--- src/design/iaid_pkg.sv ---
// Package for the indexed array insert/delete unit.
// Holds field widths, command, status and datapath operation codes, and the
// command/status structs shared by the controller and the datapath.
`default_nettype none

package iaid_pkg;

   // Fixed field widths of the channel beats.
   localparam int unsigned CMD_W  = 2;
   localparam int unsigned DATA_W = 32;
   localparam int unsigned POS_W  = 7;
   localparam int unsigned ST_W   = 2;
   localparam int unsigned SLOT_W = 6;

   // Default number of array entries; the slot field limits it to 64.
   localparam int unsigned DEPTH_DEFAULT = 64;

   // Request commands.
   typedef enum logic [CMD_W-1:0] {
      CMD_INSERT  = 2'd0,
      CMD_DELETE  = 2'd1,
      CMD_UPDATE  = 2'd2,
      CMD_DISPLAY = 2'd3
   } cmd_type;

   // Response status codes.
   typedef enum logic [ST_W-1:0] {
      ST_OK        = 2'd0,
      ST_BAD_INDEX = 2'd1,
      ST_FULL      = 2'd2,
      ST_EMPTY     = 2'd3
   } rsp_status_type;

   // Operations the controller issues to the datapath.
   typedef enum logic [2:0] {
      OP_NONE   = 3'd0,
      OP_INSERT = 3'd1,
      OP_DELETE = 3'd2,
      OP_UPDATE = 3'd3,
      OP_STATUS = 3'd4,
      OP_READ   = 3'd5
   } dp_op_type;

   // Controller to datapath command.
   typedef struct packed {
      dp_op_type           op;
      logic [SLOT_W-1:0]   read_slot;
      rsp_status_type      status;
      logic                last;
   } dp_cmd_type;

   // Datapath to controller status.
   typedef struct packed {
      logic              ins_ok;
      logic              idx_ok;
      logic              full;
      logic              empty;
      logic [POS_W-1:0]  count;
   } dp_sts_type;

endpackage

`default_nettype wire

--- src/design/iaid_ctrl.sv ---
// Controller of the indexed array insert/delete unit: handshakes, command
// decode, range checks and the display beat sequencer.
// Depends on iaid_pkg.
`default_nettype none

module iaid_ctrl (
   input  logic                        clock,
   input  logic                        reset,
   input  logic                        req_valid,
   output logic                        req_ready,
   input  logic [iaid_pkg::CMD_W-1:0]  req_command,
   output logic                        rsp_valid,
   input  logic                        rsp_ready,
   input  iaid_pkg::dp_sts_type        sts,
   output iaid_pkg::dp_cmd_type        cmd
);
   import iaid_pkg::*;

   typedef enum logic [2:0] {
      S_IDLE = 3'b001,
      S_RESP = 3'b010,
      S_DISP = 3'b100
   } state_type;

   state_type          state_ff;
   state_type          state_in;
   logic               rsp_valid_ff;
   logic               rsp_valid_in;
   logic [POS_W-1:0]   disp_idx_ff;
   logic [POS_W-1:0]   disp_idx_in;
   logic               out_free;
   logic               accept;
   cmd_type            req_cmd;

   assign req_cmd  = cmd_type'(req_command);
   assign out_free = !rsp_valid_ff || rsp_ready;
   assign req_ready = ((state_ff == S_IDLE) || (state_ff == S_RESP)) && out_free;
   assign accept   = req_valid && req_ready;
   assign rsp_valid = rsp_valid_ff;

   // Next state, datapath command and display index.
   always_comb begin
      state_in     = state_ff;
      rsp_valid_in = rsp_valid_ff;
      disp_idx_in  = disp_idx_ff;
      cmd.op        = OP_NONE;
      cmd.read_slot = '0;
      cmd.status    = ST_OK;
      cmd.last      = 1'b1;

      unique case (state_ff)
         S_IDLE, S_RESP: begin
            if (accept) begin
               rsp_valid_in = 1'b1;
               state_in     = S_RESP;
               unique case (req_cmd)
                  CMD_INSERT: begin
                     if (!sts.ins_ok) begin
                        cmd.op     = OP_STATUS;
                        cmd.status = ST_BAD_INDEX;
                     end else if (sts.full) begin
                        cmd.op     = OP_STATUS;
                        cmd.status = ST_FULL;
                     end else begin
                        cmd.op = OP_INSERT;
                     end
                  end
                  CMD_DELETE, CMD_UPDATE: begin
                     if (!sts.idx_ok) begin
                        cmd.op     = OP_STATUS;
                        cmd.status = ST_BAD_INDEX;
                     end else begin
                        cmd.op = (req_cmd == CMD_DELETE) ? OP_DELETE : OP_UPDATE;
                     end
                  end
                  CMD_DISPLAY: begin
                     if (sts.empty) begin
                        cmd.op     = OP_STATUS;
                        cmd.status = ST_EMPTY;
                     end else begin
                        // First display beat; the rest stream from the DISP state.
                        cmd.op      = OP_READ;
                        cmd.last    = (sts.count == POS_W'(1));
                        disp_idx_in = POS_W'(1);
                        if (sts.count != POS_W'(1)) begin
                           state_in = S_DISP;
                        end
                     end
                  end
                  default: begin
                     cmd.op = OP_NONE;
                  end
               endcase
            end else if (rsp_ready) begin
               rsp_valid_in = 1'b0;
               state_in     = S_IDLE;
            end
         end
         S_DISP: begin
            // Load the next entry each time the current beat is taken.
            if (rsp_ready) begin
               cmd.op        = OP_READ;
               cmd.read_slot = disp_idx_ff[SLOT_W-1:0];
               cmd.last      = ((disp_idx_ff + POS_W'(1)) == sts.count);
               disp_idx_in   = disp_idx_ff + POS_W'(1);
               if (cmd.last) begin
                  state_in = S_RESP;
               end
            end
         end
         default: begin
            state_in = S_IDLE;
         end
      endcase
   end

   always_ff @(posedge clock) begin
      if (reset) begin
         state_ff     <= S_IDLE;
         rsp_valid_ff <= 1'b0;
         disp_idx_ff  <= '0;
      end else begin
         state_ff     <= state_in;
         rsp_valid_ff <= rsp_valid_in;
         disp_idx_ff  <= disp_idx_in;
      end
   end

   // A beat is pending exactly when the controller is not idle.
   a_valid_matches_state: assert property (@(posedge clock) disable iff (reset)
      (state_ff == S_IDLE) == !rsp_valid_ff)
      else $error("response valid disagrees with controller state");

   // No request is taken while a display is streaming.
   a_no_accept_in_display: assert property (@(posedge clock) disable iff (reset)
      (state_ff == S_DISP) |-> !req_ready)
      else $error("request accepted during display");

   // Every accepted request presents a beat in the next cycle.
   a_accept_gives_beat: assert property (@(posedge clock) disable iff (reset)
      accept |=> rsp_valid_ff)
      else $error("accepted request produced no response beat");

   // The streamed slot stays inside the filled part of the array.
   a_disp_in_range: assert property (@(posedge clock) disable iff (reset)
      (state_ff == S_DISP) |-> (disp_idx_ff < sts.count))
      else $error("display index beyond entry count");

endmodule

`default_nettype wire

--- config.mk ---
export PLATFORM = sky130hd
export DESIGN_NAME = iaid_ctrl
export DESIGN_NICKNAME = d
export VERILOG_FILES = /design/src/design/iaid_pkg.sv /design/src/design/iaid_ctrl.sv
export SDC_FILE = /design/constraint.sdc
export NUM_CORES = 1
export LEC_CHECK = 0
export ABC_AREA = 0
export CAP_MARGIN = 10
export CORE_UTILIZATION = 55
export CTS_CLUSTER_SIZE = 12
export DETAILED_ROUTE_END_ITERATION = 8
export DONT_BUFFER_PORTS = 1
export PLACE_DENSITY = 0.7
export SLEW_MARGIN = 10
export SYNTH_ARGS = -nofsm -noshare
export SYNTH_HDL_FRONTEND = slang
export SYNTH_SLANG_ARGS = --single-unit
--- constraint.sdc ---
create_clock -name clock -period 2 [get_ports clock]
set_clock_uncertainty 0.15 [all_clocks]
set_input_delay 0 -clock clock [delete_from_list [all_inputs] [get_ports clock]]
set_output_delay 0 -clock clock [all_outputs]
set_load 0.05 [all_outputs]
=== Word-level counts from Yosys, hierarchy flattened ===
Index checks and enable logic that the tools add are counted.

* Register bits after elaboration: 11
* Latch bits: 0
* Bits in writable memories: 0
* Bits in read-only memories: 0
* Output and inout bits: 14
* Word-level logic and storage cells: 68
* Memories kept: 0

* Add/sub/neg operators: 1
* $mul: 0
* Div/mod/pow operators: 0
* Magnitude comparators: 0
* Equal/unequal tests: 15
* Shift-type cells: 0
* Multiplexer cells: 36
* Bitwise gates (word level): 0
* Reductions and logical operators: 13

{| class="wikitable"
|+ Operators with widths
! operator !! count
|-
| $mux W3 || 12
|-
| $mux W7 || 4
|-
| $pmux W7 S2 || 1
|-
| $pmux W3 S2 || 2
|-
| $mux W9 || 1
|-
| $pmux W3 S3 || 1
|-
| $mux W1 || 8
|-
| $mux W2 || 4
|-
| $ne A2 B2 Y1 const B || 4
|-
| $add A7 B1 Y7 const B || 1
|-
| $eq A7 B1 Y1 const B || 1
|-
| $eq A7 B7 Y1 || 1
|-
| $ne A7 B1 Y1 const B || 1
|-
| $mux W6 || 1
|-
| $pmux W2 S3 || 1
|-
| $reduce_and A5 Y1 || 1
|-
| $eq A2 B2 Y1 const B || 2
|-
| $reduce_bool A2 Y1 || 2
|-
| $reduce_or A2 Y1 || 2
|-
| $eq A3 B1 Y1 const B || 1
|-
| $eq A3 B2 Y1 const B || 1
|-
| $eq A3 B3 Y1 const B || 1
|-
| $ne A3 B3 Y1 const B || 1
|-
| $reduce_and A3 Y1 || 1
|-
| other kinds (8) || 10
|}

=== Longest topological paths before layout ===
* Depth in word-level cells: 6
* Depth in mapped cells: 6
* Depth with buffers taken out: 6

=== Worst setup path after synthesis ===
Ideal clock, no wire load.

* Path type: register to output
* Start: register rsp_valid_ff, in the netlist rsp_valid
* End: output cmd[1] in the netlist's numbering
* Arrival time: 2.108 ns
* Setup slack: -0.258 ns
* Stages on the path, launching flop included: 4
* Buffers on the path: 0
* Cell sequence: dfxtp_1 -> nand2b_1 -> nand4b_4 -> a211oi_1

{| class="wikitable"
|+ RTL lines
! element !! RTL line !! source
|-
| from (decl) || iaid_ctrl.sv:27 || <nowiki>logic rsp_valid_ff;</nowiki>
|-
| from (signal assigned) || iaid_ctrl.sv:124 || <nowiki>rsp_valid_ff <= rsp_valid_in;</nowiki>
|-
| to (decl) || iaid_ctrl.sv:15 || <nowiki>output iaid_pkg::dp_cmd_type cmd</nowiki>
|}

==> key figures <==
Run status
  – Outcome: finished, violations left
  – Failing checks: negative setup slack

Yosys
  – Syn Nets: 154
  – Post-synth EDFFs: 0
  – Top post-synthesis cells by count: 12 x nor2_1, 11 x dfxtp_1, 10 x a21oi_1
  – Synth cell types: 45
  – Sequential area share after synthesis: 20.7%
  – Primary FF master, synth: dfxtp_1
  – Post-synthesis cell count: between 100 and 150
  – Seq cells post-synth: 11
  – Top cell type's share of synthesized area: 20.7%
  – Netlist Area Pre-Place: roughly 0.0011 mm²
  – Count leader, synth: nor2_1
  – Async set-or-reset flop fraction in the synthesized netlist: 0%
  – Synthesized area per cell: 8.02 µm²
  – Yosys Warn Count: 0
  – Synth top area cells: dfxtp_1 21%, and3_1 5.3%, xnor2_1 4.9%, a21oi_1 4.7%, ha_1 4.7%
  – Cell taking the most area after synthesis: dfxtp_1

Worst setup path
  – Crit. Startpoint: disp_idx_ff[0]
  – R2R Setup Slk: 0.12 ns
  – Max stage delay on crit path: around 0.36 ns
  – CP cell instances: buf_4 > and3_1 > nand3_2 > xnor2_1 > nor4_2 > o21ba_2 > buf_12
  – CP Data Required Time: about 1.9 ns
  – Crit path kind: reg2out
  – WP buf/inv: 2
  – Delay-heaviest family, CP: simple AND/OR/NAND/NOR gates
  – CP max stage cell: dfxtp_2
  – Critical Path AT: approximately 1.9 ns
  – Startpoint type of the worst setup path: register
  – Crit end category: primary output
  – Reg2Reg Launch Point: disp_idx_ff[1]
  – Worst-path fanout max: 6

Floorplanning
  – Row count: 15
  – Io pins: 31
  – Core area: approximately 0.0018 mm²
  – Die Area: between 0.002 and 0.0025 mm²
  – Die X: approximately 46 µm
  – Die Y: around 46 µm
  – Initial Utilization: a little over 60%

Routing
  – Via Count: 1063
  – Via density: 5.94
  – WL final: 2.70 mm
  – Final antenna-violating net count: 0
  – DRC errors left: 0
  – First-pass DRT Iterations: 4
  – Iteration-0 DRC Markers: 36
  – DR WL/cell: 15.1 µm

Final layout
  – Area of the multi-input gates: around 860 µm²
  – Cell Count, Final, Fillers Out: between 150 and 200
  – Area growth, synth to finish: 28.4%
  – Nets: about 180
  – Post-Layout Inst Area: between 0.001 and 0.0015 mm²
  – Layout cell share with drive strength beyond 1: between 30% and 40%
  – Fillers: 134
  – Seq. cell area: 229 µm²
  – Diode count: 0

GRT
  – Initial antenna violation count: 0
  – First-pass GRT wire length: 4.06 mm
  – GRT overflow: 0
  – Largest net degree at the start of global routing: 15
  – GR Util All Layers: 27.7%
  – Vias in the first global route: around 1000

Power
  – PD cells: between 400 and 500 mW/mm²
  – Peak supply drop: around 480 µV
  – Leak Pwr: between 0.0005 and 0.0006 µW

Timing
  – Setup WS post-layout: -0.0510 ns
  – Worst slew pin tran: ~0.50 ns
  – Final min period: a little over 2 ns
  – Tcrit/Tclk final: 103%
  – Hold Vio Cnt, Final: 0
  – RSZ-0062 raised after global routing: true
  – Max Slew Vio Count: 0
  – # setup viols final: 1
  – Total Neg Setup Slack: -0.0510 ns
  – Slew headroom: approximately 67%
  – Maximum clock rate: ~490 MHz

Clocking
  – # H-tree levels: 1
  – CTS tree: built
  – Number of clock sinks: 11
  – Total CTS buffers: 3
  – Max Buffers Root-to-Sink: 2
  – Clock transition at path regs: approximately 0.070 ns
  – CTS Root Buffer Type: clkbuf_4
  – Clock Latency Late Sink: 0.28 ns

Placed design
  – Placed instance count: around 170
  – Area after DPL: approximately 0.0012 mm²
  – Routability cong.: between 0.8 and 0.9
  – Detail Placement HPWL: about 1.9 mm
  – DP Worst Slack: about 0.058 ns
  – Buffers on Ports: 0

Min path
  – Hold Startpoint: rsp_ready
  – Worst min-delay path class: in2reg

Flow run
  – Total of max-cap violations: 0
[cell type report]
| type | count | area share [%] |
|---|---|---|
| Inverter | 3 | 0.823 |
| Timing Repair Buffer | 25 | 15.6 |
| Clock buffer | 4 | 1.92 |
| Multi-Input combinational cell | 111 | 62.6 |
| Tap cell | 25 | 2.29 |
| Sequential cell | 11 | 16.7 |
[path summary, 6_finish.rpt]
check | endpoint | depth (start not counted)
setup / recovery | cmd[0] | 7
hold / removal | state_ff[0] | 4
setup reg to reg | state_ff[1] | 8
hold reg to reg | disp_idx_ff[6] | 2
[timing repair]
action,CTS,global route
hold buffers,4,0
pin swaps,8,4
setup endpoints to repair,3,6
gates resized for setup,17,4
setup buffers,3,1
hold endpoints to repair,11,0
gates cloned,0,0
[cell usage in the layout, fill, tap and decap left out, drive strengths merged, types with 4 or more instances in the layout]
cell / count
a211oi: 4
a21oi: 10
and3: 9
buf: 21
clkbuf: 4
dfxtp: 11
dlygate4sd3: 4
ha: 4
nand2: 6
nand2b: 5
nand3: 4
nor2: 12
nor2b: 6
o21a: 4
o21ai: 5
xnor2: 6
xor2: 4
[layer usage]
metal | GRT usage (%) | share of wire [%]
met1 | 32.5 | 42
met2 | 45.9 | 47
met3 | 4.76 | 7.6
met4 | 17.6 | 2.8
met5 | 0 | 0
[registers in the layout, summed over array words and instances, names as in the netlist]
signal / count
disp_idx_ff: 7
state_ff: 3
rsp_valid: 1
[power by group]
part / leakage, µW / switching (µW) / internal (µW) / total, µW
clock network: 0.0000150 / 83.2 / 77.5 / 161
logic: 0.000449 / 140 / 100 / 240
registers: 0.0000920 / 10.2 / 227 / 237
total: 0.000556 / 233 / 404 / 637
[stage by stage]
| stage | util (%) | hold WS [ns] | total power, µW |
|---|---|---|---|
| after global routing | 77.6 | 0.0779 | 665 |
| after floorplan | - | -0.0104 | 416 |
| after CTS | 76.5 | 0.00255 | 635 |
| final | 77.6 | 0.00385 | 637 |
| after global placement | 68.0 | -0.0767 | 457 |
| after detailed placement | 68.0 | -0.0744 | 461 |
[tightest hold or removal path, delay by kind of cell]
kind / cells / cell delay (ns)
simple gates: 2 / 0.16
compound gates: 2 / 0.25
[logic make-up after synthesis]
kind of cell    synth area share (%)
simple gates                    33.2
compound gates                  25.9
buf+inv                         5.52
flops                           20.7
xor+xnor                        9.98
fa+ha+maj                       4.70
No activity file was read; power rests on OpenSTA's default activity.
